--- config.mk ---
export PLATFORM = sky130hd
export DESIGN_NAME = arp_neighbor_cache
export DESIGN_NICKNAME = d
export VERILOG_FILES = /design/src/rtl/anc_pkg.sv /design/src/rtl/anc_ram.sv /design/src/rtl/anc_engine.sv /design/src/rtl/arp_neighbor_cache.sv
export SDC_FILE = /design/constraint.sdc
export NUM_CORES = 2
export LEC_CHECK = 0
export ABC_AREA = 0
export BUFFER_PORTS_ARGS = -buffer_cell sky130_fd_sc_hd__clkbuf_2
export CORE_MARGIN = 2
export CORE_UTILIZATION = 59
export DETAILED_ROUTE_END_ITERATION = 12
export GPL_TIMING_DRIVEN = 0
export PLACE_DENSITY_LB_ADDON = 0.05
export SYNTH_ARGS = -nofsm -noshare
export SYNTH_HDL_FRONTEND = slang
export SYNTH_SLANG_ARGS = --single-unit
--- constraint.sdc ---
create_clock -name clk -period 18.3 [get_ports clk]
set_input_delay 5.49 -clock clk [delete_from_list [all_inputs] [get_ports clk]]
set_output_delay 5.49 -clock clk [all_outputs]
set_load 0.01 [all_outputs]
--- src/rtl/anc_pkg.sv ---
`timescale 1ns / 1ps

package anc_pkg;

  localparam int ENTRIES = 16;
  localparam int IDX_W   = (ENTRIES > 1) ? $clog2(ENTRIES) : 1;

  localparam int IP_W    = 32;
  localparam int MAC_W   = 48;
  localparam int STAMP_W = 32;
  localparam int TTL_W   = 16;
  localparam int CFG_W   = 32;
  localparam int CFG_IDX_W = 3;

  // command codes
  localparam logic CMD_RESOLVE = 1'b0;
  localparam logic CMD_LEARN   = 1'b1;

  // register indexes
  localparam logic [CFG_IDX_W-1:0] CFG_OWN_ADDRESS     = 3'd0;
  localparam logic [CFG_IDX_W-1:0] CFG_GATEWAY_ADDRESS = 3'd1;
  localparam logic [CFG_IDX_W-1:0] CFG_SUBNET_MASK     = 3'd2;
  localparam logic [CFG_IDX_W-1:0] CFG_TTL_SECONDS     = 3'd3;

  localparam logic [IP_W-1:0]  BCAST_ADDR   = 32'hFFFF_FFFF;
  localparam logic [MAC_W-1:0] MAC_ALL_ONES = 48'hFFFF_FFFF_FFFF;
  localparam logic [TTL_W-1:0] TTL_RESET    = 16'd60;

  typedef struct packed {
    logic [IP_W-1:0]    address;
    logic [MAC_W-1:0]   mac;
    logic [STAMP_W-1:0] stamp;
  } entry_t;

  localparam int ENTRY_W = $bits(entry_t);

  typedef struct packed {
    logic [IP_W-1:0]  own_address;
    logic [IP_W-1:0]  gateway_address;
    logic [IP_W-1:0]  subnet_mask;
    logic [TTL_W-1:0] ttl_seconds;
  } cfg_t;

  typedef struct packed {
    logic             re;
    logic [IDX_W-1:0] raddr;
    logic             we;
    logic [IDX_W-1:0] waddr;
    entry_t           wdata;
  } ram_req_t;

  typedef struct packed {
    logic             valid;
    logic             found;
    logic [MAC_W-1:0] mac;
    logic [IP_W-1:0]  hop;
    logic             request;
    logic             inactive;
  } result_t;

endpackage

--- src/rtl/anc_ram.sv ---
`timescale 1ns / 1ps

module anc_ram #(
  parameter int WIDTH = 8,
  parameter int DEPTH = 16,
  parameter int AW    = (DEPTH > 1) ? $clog2(DEPTH) : 1
) (
  input  logic             clk,
  input  logic             we,
  input  logic [AW-1:0]    waddr,
  input  logic [WIDTH-1:0] wdata,
  input  logic             re,
  input  logic [AW-1:0]    raddr,
  output logic [WIDTH-1:0] rdata
);

  logic [WIDTH-1:0] mem [DEPTH];

  always_ff @(posedge clk) begin
    if (we) begin
      mem[waddr] <= wdata;
    end
    if (re) begin
      rdata <= mem[raddr];
    end
  end

endmodule

--- src/rtl/anc_engine.sv ---
`timescale 1ns / 1ps

module anc_engine (
  input  logic                       clk,
  input  logic                       rst_n,
  input  anc_pkg::cfg_t              cfg_i,
  input  logic                       start,
  output logic                       busy,
  input  logic                       cmd_i,
  input  logic [anc_pkg::IP_W-1:0]   address_i,
  input  logic [anc_pkg::MAC_W-1:0]  hw_addr_i,
  input  logic [anc_pkg::STAMP_W-1:0] now_i,
  output anc_pkg::ram_req_t          ram_req_o,
  input  anc_pkg::entry_t            ram_rdata_i,
  output anc_pkg::result_t           result_o
);

  import anc_pkg::*;

  typedef enum logic [1:0] {
    ST_IDLE,
    ST_SCAN,
    ST_WRITE
  } state_t;

  localparam logic [IDX_W-1:0] LAST_IDX = IDX_W'(ENTRIES - 1);

  state_t             state_r;
  logic [ENTRIES-1:0] valid_r;
  logic [ENTRIES-1:0] wrtn_r;   // entry written since reset
  logic               issue_r;
  logic [IDX_W-1:0]   rd_idx_r;
  logic               pend_r;
  logic [IDX_W-1:0]   pend_idx_r;

  logic               cmd_r;
  logic [IP_W-1:0]    key_r;
  logic [IP_W-1:0]    hop_r;
  logic [MAC_W-1:0]   mac_r;
  logic [STAMP_W-1:0] now_r;
  logic [IDX_W-1:0]   slot_r;

  logic [IDX_W-1:0]   vic_r, vic_nxt;
  logic [STAMP_W-1:0] vic_stamp_r, vic_stamp_nxt;
  logic               vic_done_r, vic_done_nxt;

  result_t            res_r;

  entry_t             rd_ent;
  logic               ent_live, expired, alive, match, last;
  logic [STAMP_W-1:0] age;
  logic [IP_W-1:0]    hop_c;

  // never-written entries read as zero
  assign rd_ent   = wrtn_r[pend_idx_r] ? ram_rdata_i : '0;
  assign ent_live = valid_r[pend_idx_r];
  assign age      = now_r - rd_ent.stamp;
  assign expired  = ent_live && (age > STAMP_W'(cfg_i.ttl_seconds));
  assign alive    = ent_live && !expired;
  assign match    = alive && (rd_ent.address == key_r);
  assign last     = (pend_idx_r == LAST_IDX);

  assign hop_c = ((cfg_i.subnet_mask & address_i) == (cfg_i.subnet_mask & cfg_i.own_address))
                 ? address_i : cfg_i.gateway_address;

  // victim: slot 0 seeds, first dead slot wins, else oldest stamp
  always_comb begin
    vic_nxt       = vic_r;
    vic_stamp_nxt = vic_stamp_r;
    vic_done_nxt  = vic_done_r;
    if (pend_idx_r == '0) begin
      vic_nxt       = '0;
      vic_stamp_nxt = rd_ent.stamp;
      vic_done_nxt  = 1'b0;
    end else if (!vic_done_r) begin
      if (!alive) begin
        vic_nxt      = pend_idx_r;
        vic_done_nxt = 1'b1;
      end else if (rd_ent.stamp < vic_stamp_r) begin
        vic_nxt       = pend_idx_r;
        vic_stamp_nxt = rd_ent.stamp;
      end
    end
  end

  always_comb begin
    ram_req_o.re    = (state_r == ST_SCAN) && issue_r;
    ram_req_o.raddr = rd_idx_r;
    ram_req_o.we    = (state_r == ST_WRITE);
    ram_req_o.waddr = slot_r;
    ram_req_o.wdata = '{address: key_r, mac: mac_r, stamp: now_r};
  end

  assign busy     = (state_r != ST_IDLE);
  assign result_o = res_r;

  always_ff @(posedge clk) begin
    if (!rst_n) begin
      state_r     <= ST_IDLE;
      valid_r     <= '0;
      wrtn_r      <= '0;
      issue_r     <= 1'b0;
      pend_r      <= 1'b0;
      res_r.valid <= 1'b0;
    end else begin
      res_r.valid <= 1'b0;
      unique case (state_r)
        ST_IDLE: begin
          if (start) begin
            cmd_r    <= cmd_i;
            mac_r    <= hw_addr_i;
            now_r    <= now_i;
            rd_idx_r <= '0;
            pend_r   <= 1'b0;
            res_r    <= '0;
            if (cmd_i == CMD_LEARN) begin
              key_r   <= address_i;
              issue_r <= 1'b1;
              state_r <= ST_SCAN;
            end else if (cfg_i.own_address == '0) begin
              res_r.valid    <= 1'b1;
              res_r.inactive <= 1'b1;
            end else if (address_i == BCAST_ADDR) begin
              res_r.valid <= 1'b1;
              res_r.found <= 1'b1;
              res_r.mac   <= MAC_ALL_ONES;
              res_r.hop   <= hop_c;
            end else begin
              key_r   <= hop_c;
              hop_r   <= hop_c;
              issue_r <= 1'b1;
              state_r <= ST_SCAN;
            end
          end
        end

        ST_SCAN: begin
          // one read per cycle, data seen in the next cycle
          if (issue_r) begin
            rd_idx_r <= rd_idx_r + 1'b1;
            if (rd_idx_r == LAST_IDX) begin
              issue_r <= 1'b0;
            end
          end
          pend_r     <= issue_r;
          pend_idx_r <= rd_idx_r;

          if (pend_r) begin
            if (expired) begin
              valid_r[pend_idx_r] <= 1'b0;
            end
            vic_r       <= vic_nxt;
            vic_stamp_r <= vic_stamp_nxt;
            vic_done_r  <= vic_done_nxt;

            if (match || last) begin
              issue_r <= 1'b0;
              pend_r  <= 1'b0;
              if (cmd_r == CMD_LEARN) begin
                slot_r  <= match ? pend_idx_r : vic_nxt;
                state_r <= ST_WRITE;
              end else begin
                res_r.valid   <= 1'b1;
                res_r.found   <= match;
                res_r.mac     <= match ? rd_ent.mac : '0;
                res_r.hop     <= hop_r;
                res_r.request <= !match;
                state_r       <= ST_IDLE;
              end
            end
          end
        end

        ST_WRITE: begin
          valid_r[slot_r] <= 1'b1;
          wrtn_r[slot_r]  <= 1'b1;
          res_r.valid     <= 1'b1;
          state_r         <= ST_IDLE;
        end

        default: begin
          state_r <= ST_IDLE;
        end
      endcase
    end
  end

endmodule

--- src/rtl/arp_neighbor_cache.sv ---
`timescale 1ns / 1ps

// ARP neighbor cache: ENTRIES IPv4-to-MAC entries with expiry and LRU-style
// replacement.
//
// Input: a command transfer is taken at a clock edge with start high and busy
// low. in_cmd selects resolve (next hop lookup) or learn (refresh or insert).
// Output: one result per command, shown for exactly one cycle with out_valid
// high. The receiver cannot stall; results must be captured on the strobe.
// Config: cfg_we/cfg_index/cfg_wdata write own address, gateway, subnet mask
// and TTL; write only while busy is low and no result is pending.
//
// Timing: inactive and broadcast resolves return in the cycle after transfer.
// A lookup reads one entry per cycle from the single RAM read port and stops
// at the first live match or the last entry; a resolve then returns, a learn
// first writes the entry back (ST_WRITE). busy drops in the cycle the result
// appears, so a new command can be taken while out_valid is high.
// Reset: synchronous, active low; clears every valid bit at once (no sweep),
// and loads the register reset values (TTL 60 s, addresses zero).

module arp_neighbor_cache (
  input  logic                          clk,
  input  logic                          rst_n,
  // command channel
  input  logic                          start,
  output logic                          busy,
  input  logic                          in_cmd,
  input  logic [anc_pkg::IP_W-1:0]      in_address,
  input  logic [anc_pkg::MAC_W-1:0]     in_hw_addr,
  input  logic [anc_pkg::STAMP_W-1:0]   in_now_seconds,
  // result channel
  output logic                          out_valid,
  output logic                          out_found,
  output logic [anc_pkg::MAC_W-1:0]     out_resolved_mac,
  output logic [anc_pkg::IP_W-1:0]      out_next_hop,
  output logic                          out_request_needed,
  output logic                          out_inactive,
  // configuration
  input  logic                          cfg_we,
  input  logic [anc_pkg::CFG_IDX_W-1:0] cfg_index,
  input  logic [anc_pkg::CFG_W-1:0]     cfg_wdata
);

  import anc_pkg::*;

  cfg_t              cfg_r;
  ram_req_t          ram_req;
  logic [ENTRY_W-1:0] ram_rdata;
  result_t           res;

  // configuration registers; indexes past the list are dropped
  always_ff @(posedge clk) begin
    if (!rst_n) begin
      cfg_r.own_address     <= '0;
      cfg_r.gateway_address <= '0;
      cfg_r.subnet_mask     <= '0;
      cfg_r.ttl_seconds     <= TTL_RESET;
    end else if (cfg_we) begin
      unique case (cfg_index)
        CFG_OWN_ADDRESS:     cfg_r.own_address     <= cfg_wdata[IP_W-1:0];
        CFG_GATEWAY_ADDRESS: cfg_r.gateway_address <= cfg_wdata[IP_W-1:0];
        CFG_SUBNET_MASK:     cfg_r.subnet_mask     <= cfg_wdata[IP_W-1:0];
        CFG_TTL_SECONDS:     cfg_r.ttl_seconds     <= cfg_wdata[TTL_W-1:0];
        default: ;
      endcase
    end
  end

  // entry store: address, MAC and stamp per slot
  anc_ram #(
    .WIDTH (ENTRY_W),
    .DEPTH (ENTRIES)
  ) u_ram (
    .clk   (clk),
    .we    (ram_req.we),
    .waddr (ram_req.waddr),
    .wdata (ram_req.wdata),
    .re    (ram_req.re),
    .raddr (ram_req.raddr),
    .rdata (ram_rdata)
  );

  // scan, expiry, victim choice and write-back
  anc_engine u_engine (
    .clk         (clk),
    .rst_n       (rst_n),
    .cfg_i       (cfg_r),
    .start       (start),
    .busy        (busy),
    .cmd_i       (in_cmd),
    .address_i   (in_address),
    .hw_addr_i   (in_hw_addr),
    .now_i       (in_now_seconds),
    .ram_req_o   (ram_req),
    .ram_rdata_i (ram_rdata),
    .result_o    (res)
  );

  assign out_valid          = res.valid;
  assign out_found          = res.found;
  assign out_resolved_mac   = res.mac;
  assign out_next_hop       = res.hop;
  assign out_request_needed = res.request;
  assign out_inactive       = res.inactive;

endmodule

Word-level counts from Yosys, hierarchy flattened
Memory sizes are Yosys's and may differ from the RTL's. A register that Yosys moved wholly into a read port is not among the register bits.
Index checks and enable logic that the tools add are counted.
{ "op_classes": {"n_reduce_logical": 35, "mux": 66, "n_lt_le_gt_ge": 6, "n_bitwise": 9, "eq_ne": 21, "addsub": 2} }
{ "op_table": {"columns": ["cell", "count"], "rows": [
  ["two-way mux 32 bit", 8],
  ["two-way mux 83 bit", 3],
  ["two-way mux 82 bit", 2],
  ["case mux 82 bit (2 select lines)", 1],
  ["two-way mux 112 bit", 1],
  ["two-way mux 84 bit", 1],
  ["two-way mux 81 bit", 1],
  ["AND 32 bit", 2],
  ["equality test 32 bit", 2],
  ["two-way mux 48 bit", 1],
  ["equality test 32 bit, second input constant", 1],
  ["> comparator 32 x 16 -> 1 bit", 1],
  ["zero test 32 bit", 1],
  ["less-than comparator 32 bit", 1],
  ["two-way mux 16 bit", 2],
  ["bitwise OR 16 bit", 2],
  ["case mux 16 bit (2 select lines)", 1],
  ["subtractor 32 bit", 1],
  ["two-way mux 4 bit", 7],
  ["two-way mux 1 bit", 22],
  ["AND reduction 6 bit", 3],
  ["AND 16 bit", 1],
  ["inverter 16 bit", 1],
  ["AND reduction 5 bit", 3],
  ["29 further kinds", 70]
]} }
{ "word_totals": {"n_memories": 1, "reg_bits": 426, "mem_bits_rw": 1792, "out_inout_bits": 85, "in_bits": 152, "wordCells": 166} }
{ "mem_list": {"columns": ["memory", "words", "width", "read_ports", "rd_ports_with_merged_regs", "wr", "line_no", "source"], "rows": [
  ["u_ram.mem", 16, 112, 1, 1, 1, "anc_ram.sv:17", "logic [WIDTH-1:0] mem [DEPTH];"]
]} }

Longest topological paths before layout
{ "logic_depth": {"word_depth": 14, "depth_mapped": 29, "ltp_nobuf": 23} }

Cells and area by module
From an unflattened synthesis, not the netlist that was laid out.
{ "hier_totals": {"cells_unflattened": 4693, "hier_area_um2": 91323.8} }
{ "modules_own_cells": {"columns": ["module", "area_each_um2", "n_inst", "cells_per_inst", "seq_area_each_um2"], "rows": [
  ["anc_ram", 70291.2, 1, 2864, 57174.8],
  ["anc_engine", 16868.7, 1, 1423, 9058.7],
  ["arp_neighbor_cache", 4164.0, 1, 406, 2242.2]
]} }

Worst setup path after synthesis
No wires, ideal clock.
{ "synth_timing": {"path_type": "input-to-reg", "start": "input rst_n", "end": "register u_engine.hop_r[0], enable pin", "path_stages": 4, "t_required_ns": 17.839, "path_slack_ns": 6.266, "n_path_buf": 0, "setup_time_ns": 0.461, "arrival_ns": 11.573, "path_cell_list": "nand2b_1 -> nor2_1 -> nand2_1 -> nor3_1"} }
{ "synth_via": {"elab_chain_cells": 1} }
{ "synth_rtl": {"columns": ["item", "line_no", "source"], "rows": [
  ["start: declaration", "arp_neighbor_cache.sv:23", "input logic rst_n,"],
  ["AND reduction 6 bit (no line)", null, null],
  ["end signal: assignment", "anc_engine.sv:130", "hop_r <= hop_c;"],
  ["end: declaration", "anc_engine.sv:38", "logic [IP_W-1:0] hop_r;"]
]} }
No other way between the ends.
A chain may end at the register's enable or synchronous reset.

Final worst setup path
{ "layout_timing": {"start": "register u_engine.pend_idx_r[3]", "end": "register u_engine.res_r (netlist bit u_engine.result_o[38]), enable pin"} }
{ "layout_via": {"elab_chain_cells": 12, "word_cells_on_any_way": 16, "classes_between": "add/sub: 1; order compare: 1; eq/ne: 3; mux: 5; reduce/logical: 6"} }
{ "layout_rtl": {"columns": ["item", "line_no", "source"], "rows": [
  ["start: declaration", "anc_engine.sv:34", "logic [IDX_W-1:0] pend_idx_r;"],
  ["start signal: assignment", "anc_engine.sv:146", "pend_idx_r <= rd_idx_r;"],
  ["binary-select mux 1 bit (select 4 bit)", "anc_engine.sv:55", "assign rd_ent = wrtn_r[pend_idx_r] ? ram_rdata_i : '0;"],
  ["two-way mux 1 bit (implied by the code)", "anc_engine.sv:55", null],
  ["two-way mux 112 bit", "anc_engine.sv:55", null],
  ["subtractor 32 bit", "anc_engine.sv:57", "assign age = now_r - rd_ent.stamp;"],
  ["> comparator 32 x 16 -> 1 bit", "anc_engine.sv:58", "assign expired = ent_live && (age > STAMP_W'(cfg_i.ttl_seconds));"],
  ["logical AND 1 bit", "anc_engine.sv:58", null],
  ["zero test 1 bit", "anc_engine.sv:59", "assign alive = ent_live && !expired;"],
  ["logical AND 1 bit", "anc_engine.sv:59", null],
  ["logical AND 1 bit", "anc_engine.sv:60", "assign match = alive && (rd_ent.address == key_r);"],
  ["logical OR 1 bit (*)", "anc_engine.sv:156", "if (match || last) begin"],
  ["inequality test 2 bit (no line) (*)", null, null],
  ["AND reduction 6 bit (no line) (*)", null, null],
  ["end: declaration", "anc_engine.sv:47", "result_t res_r;"]
]} }
Mark *: on every way between the ends. The rest lies on a longest branch, timed or not. The select of a mux whose other input is x is not followed.

==> reports/metrics.cfg <==
[finish]
syn_to_final_growth_pct=15.2
final_util_pct=68.6
fin_nets=5325
drive_above_1_share_pct=26.5
fin_cells=7318

[global_route]
via_count_of_the_first_global_routing_pass=47100
grt-ovfl-total=0
global_route_wire_length_before_repair_mm=333
antenna_found_initial=4
globalRouteTotalUtil_pct=29.9
maximum_number_of_pins_on_one_net_before_global_route_repair=49

[sta]
tns_ps=0
finalCriticalPeriod_ps=9350
highest_achievable_clock_rate_mhz=107
setup_repair_after_global_routing_missed_its_margin=false
timing.final.ws_setup_ps=8950
fin_skew_ps=34.6
finalCritPeriodShare_pct=51.1
tightestPinTransition_ps=1410
hold_violations=0
report.final.slew_viol_count=0
slew_headroom_pct=5.29
setup-violations-final=0

[route]
drt_drc_violations_left=0
drt-wirelength-per-cell_um=31.7
detailedRoute.firstIterationViolations=6166
detail_route.vias_per_cell=6.47
total_iterations_of_the_first_detailed_routing_run=6
postRouteAntennaNets=0
num_vias=47300
routed_wirelength_mm=232

[synth]
net_count_after_synthesis=4706
ys_top_cells_by_area=sky130_fd_sc_hd__edfxtp_1 (72%), sky130_fd_sc_hd__mux4_2 (14%), sky130_fd_sc_hd__dfxtp_1 (3.3%), sky130_fd_sc_hd__nand2_1 (1.3%), sky130_fd_sc_hd__ha_1 (1.1%)
synth_area_sq_um=90800
yosys.cell_count.top_type=sky130_fd_sc_hd__edfxtp_1
post-synth-top-area-fraction_pct=72.1
syn_inst=4472
synth_warnings=0
synth_top_cells_by_count=sky130_fd_sc_hd__edfxtp_1 (2181), sky130_fd_sc_hd__mux4_2 (570), sky130_fd_sc_hd__nand2_1 (319)
syn_avg_cell_area_sq_um=20.3
dominantRegCellSynth=sky130_fd_sc_hd__edfxtp_1
synth.yosys.seq_area_share_pct=75.4
synth_top_cell_by_area=sky130_fd_sc_hd__edfxtp_1
synth-async-reset-ratio_pct=0
yosysUniqueCellTypes=73
synth_seq_cells=2330
number_of_enable_type_register_cells_in_the_synthesized_netlist=2181

[power_and_ir_drop]
power.clock.fraction_pct=41.0
peakVddDrop_uv=104
combinational_cell_fraction_of_total_power_pct=5.6
power.switching_fraction_pct=21.6
totalPowerFinal_w=0.0112
power_frac_seq_pct=53.4
intPower_w=0.00877
net_switching_power_figure_w=0.00242
static_leakage_nw=34.6
power.density_cell_area_nw_per_um2=107

[clock_tree]
bufs_on_longest_clock_path=3
clockRootBuffer=sky130_fd_sc_hd__clkbuf_16
cts_htree_levels=4
path_clk_slew_ps=70
clkSinkCount=2330
clock_insertion_delay_worst_skew_ps=860
cts-buffers-inserted=225
cts-resized-gates=0
post_cts.repair.setup_buffers=0
cts.hold.buffers_added=0
cts_tree=done

[floorplan]
die_w_um=396
placement_rows=143
dieArea_sq_um=157000
core_sq_um=152000
chipHeight_um=396
boundaryPins=237
start_util_pct=59.6

[hold_path]
class_of_the_tightest_hold_or_removal_check=reg -> reg

[critical_path]
critical-path-top-delay-family=compound AO/OA/AOI/OAI gates
launch_point_of_the_worst_reg_to_reg_path=u_engine.pend_idx_r[3]$_DFFE_PP_
worstReg2RegEnd=u_engine.result_o[38]$_DFFE_PP_
setup.worst_path.end=u_engine.result_o[38]$_DFFE_PP_
setup.worst_path.start_class=flip-flop
master_of_the_slowest_instance_on_the_critical_path=sky130_fd_sc_hd__o21ai_0
cp_slowest_stage_delay_ps=730
setup.worst_path.end_class=flip-flop
crit_type=reg -> reg
register_to_register_setup_slack_ps=8950
crit_path_max_fanout=48
crit_arrival_ps=9830
worstSetupPathDepth=27
cp_num_buf_inv=6
worst_reg2reg_path_length_in_cells=27
worstSetupStartpoint=u_engine.pend_idx_r[3]$_DFFE_PP_
critPathRequiredTime_ps=18780

[run_status]
run_status=finished clean

[placed_design]
place.port_buffers=236
count_of_placed_standard_cells_including_taps=6894
finalWeightedCongestion=0.933
pre_cts_slack_ps=9190
hpwlAfterDp_mm=151

[job]
cap_viol_max_count=0

layer usage:
layer | part of all wire, % | track usage, % | routed length (um) | up-vias
met5 | 0.012 | 0 | 27 | -
met1 | 41 | 44.9 | 95500 | 24800
met2 | 47 | 45.9 | 109000 | 2523
met3 | 8.9 | 5.03 | 20700 | 360
met4 | 2.8 | 8.68 | 6520 | 4
li1 | - | - | - | 19600
worst register-to-register path, delay by kind of cell (launching register included):
| family | cells | cell delay [ps] |
|---|---|---|
| mux | 2 | 550 |
| flops | 1 | 470 |
| buf+inv | 6 | 2130 |
| compound gates | 8 | 2590 |
| fa+ha+maj | 2 | 590 |
| xor+xnor | 1 | 220 |
| simple gates | 8 | 2230 |
through the flow:
stage / instance area [sq um] / hold WS (ps)
5_1_grt: 105000 / 476
4_1_cts: 105000 / 461
3_3_place_gp: 94600 / 438
2_1_floorplan: 90800 / 424
6_report: 105000 / 464
3_5_place_dp: 97300 / 446
cells by family after synthesis:
kind of cell | count (synthesis) | share of synthesized area, %
AND/OR/NAND/NOR | 564 | 2.85
adder cells (fa/ha/maj) | 82 | 1.14
multiplexers | 643 | 15.0
flip-flops | 2330 | 75.4
buffers and inverters | 320 | 1.36
AO/OA/AOI/OAI | 465 | 3.58
XOR/XNOR | 68 | 0.656
cell usage in the layout, fill, tap and decap left out, types with 15 or more instances in the layout:
cell,count
sky130_fd_sc_hd__clkinv_1,58
sky130_fd_sc_hd__mux2_2,68
sky130_fd_sc_hd__ha_1,81
sky130_fd_sc_hd__a22oi_1,23
sky130_fd_sc_hd__edfxtp_1,2181
sky130_fd_sc_hd__buf_6,58
sky130_fd_sc_hd__xor2_1,44
sky130_fd_sc_hd__dfxtp_1,149
sky130_fd_sc_hd__a22o_1,32
sky130_fd_sc_hd__clkbuf_2,240
sky130_fd_sc_hd__clkbuf_1,200
sky130_fd_sc_hd__nor2_1,44
sky130_fd_sc_hd__nand4_1,45
sky130_fd_sc_hd__nand2_1,319
sky130_fd_sc_hd__o21a_1,22
sky130_fd_sc_hd__clkinv_2,39
sky130_fd_sc_hd__a21oi_1,74
sky130_fd_sc_hd__a21o_1,62
sky130_fd_sc_hd__a21boi_0,110
sky130_fd_sc_hd__buf_1,54
sky130_fd_sc_hd__inv_1,99
sky130_fd_sc_hd__clkbuf_16,227
sky130_fd_sc_hd__bufinv_16,21
sky130_fd_sc_hd__mux4_2,570
sky130_fd_sc_hd__o21ai_0,50
sky130_fd_sc_hd__nor3_1,19
sky130_fd_sc_hd__buf_12,65
sky130_fd_sc_hd__nand2b_1,17
sky130_fd_sc_hd__nor4_1,20
sky130_fd_sc_hd__xnor2_1,24
sky130_fd_sc_hd__buf_16,16
sky130_fd_sc_hd__nand3_1,17
sky130_fd_sc_hd__a31oi_1,17
sky130_fd_sc_hd__buf_8,15
area by class of cell:
type	instances	area [sq um]
diodes	1	2.50
repair buffers	392	3800
well taps	2030	2540
multi-input cells	1822	21300
clock inverters	141	1360
plain buffers	221	870
flip-flops and latches	2330	68500
fillers	9687	47800
inverters	99	372
clock buffers	282	5950
state kept, by name, indices dropped and copies added (netlist names), 32 cells and up:
| register | count |
|---|---|
| cfg_r | 112 |
| u_engine.hop_r | 32 |
| u_engine.key_r | 32 |
| u_engine.mac_r | 48 |
| u_engine.now_r | 32 |
| u_engine.result_o | 84 |
| u_engine.vic_stamp_r | 32 |
| u_ram.mem | 1792 |
| u_ram.rdata | 112 |
worst min path at each step:
| stage | start | to | slack, ps | cells past startpoint |
|---|---|---|---|---|
| after floorplan | u_engine.rd_idx_r[2]$_SDFFCE_PN0P_ | u_engine.pend_idx_r[2]$_DFFE_PP_ | 420 | 0 |
| after global placement | u_engine.rd_idx_r[2]$_SDFFCE_PN0P_ | u_engine.pend_idx_r[2]$_DFFE_PP_ | 440 | 0 |
| after detailed placement | u_engine.rd_idx_r[2]$_SDFFCE_PN0P_ | u_engine.pend_idx_r[2]$_DFFE_PP_ | 450 | 0 |
| after CTS | u_engine.rd_idx_r[2]$_SDFFCE_PN0P_ | u_engine.pend_idx_r[2]$_DFFE_PP_ | 460 | 0 |
| after global routing | u_engine.rd_idx_r[2]$_SDFFCE_PN0P_ | u_engine.pend_idx_r[2]$_DFFE_PP_ | 480 | 0 |
| final | cfg_r[62]$_SDFFE_PN0P_ | cfg_r[62]$_SDFFE_PN0P_ | 460 | 2 |
power groups by stage:
stage          clock [W]  sequential, W  combinational, W
2_1_floorplan          0        0.00605          0.000400
5_1_grt          0.00484        0.00598          0.000667
6_report         0.00458        0.00597          0.000631
3_3_place_gp           0        0.00609          0.000614
4_1_cts          0.00463        0.00597          0.000633
3_5_place_dp           0        0.00608          0.000630
No activity file was read; power rests on OpenSTA's default activity.
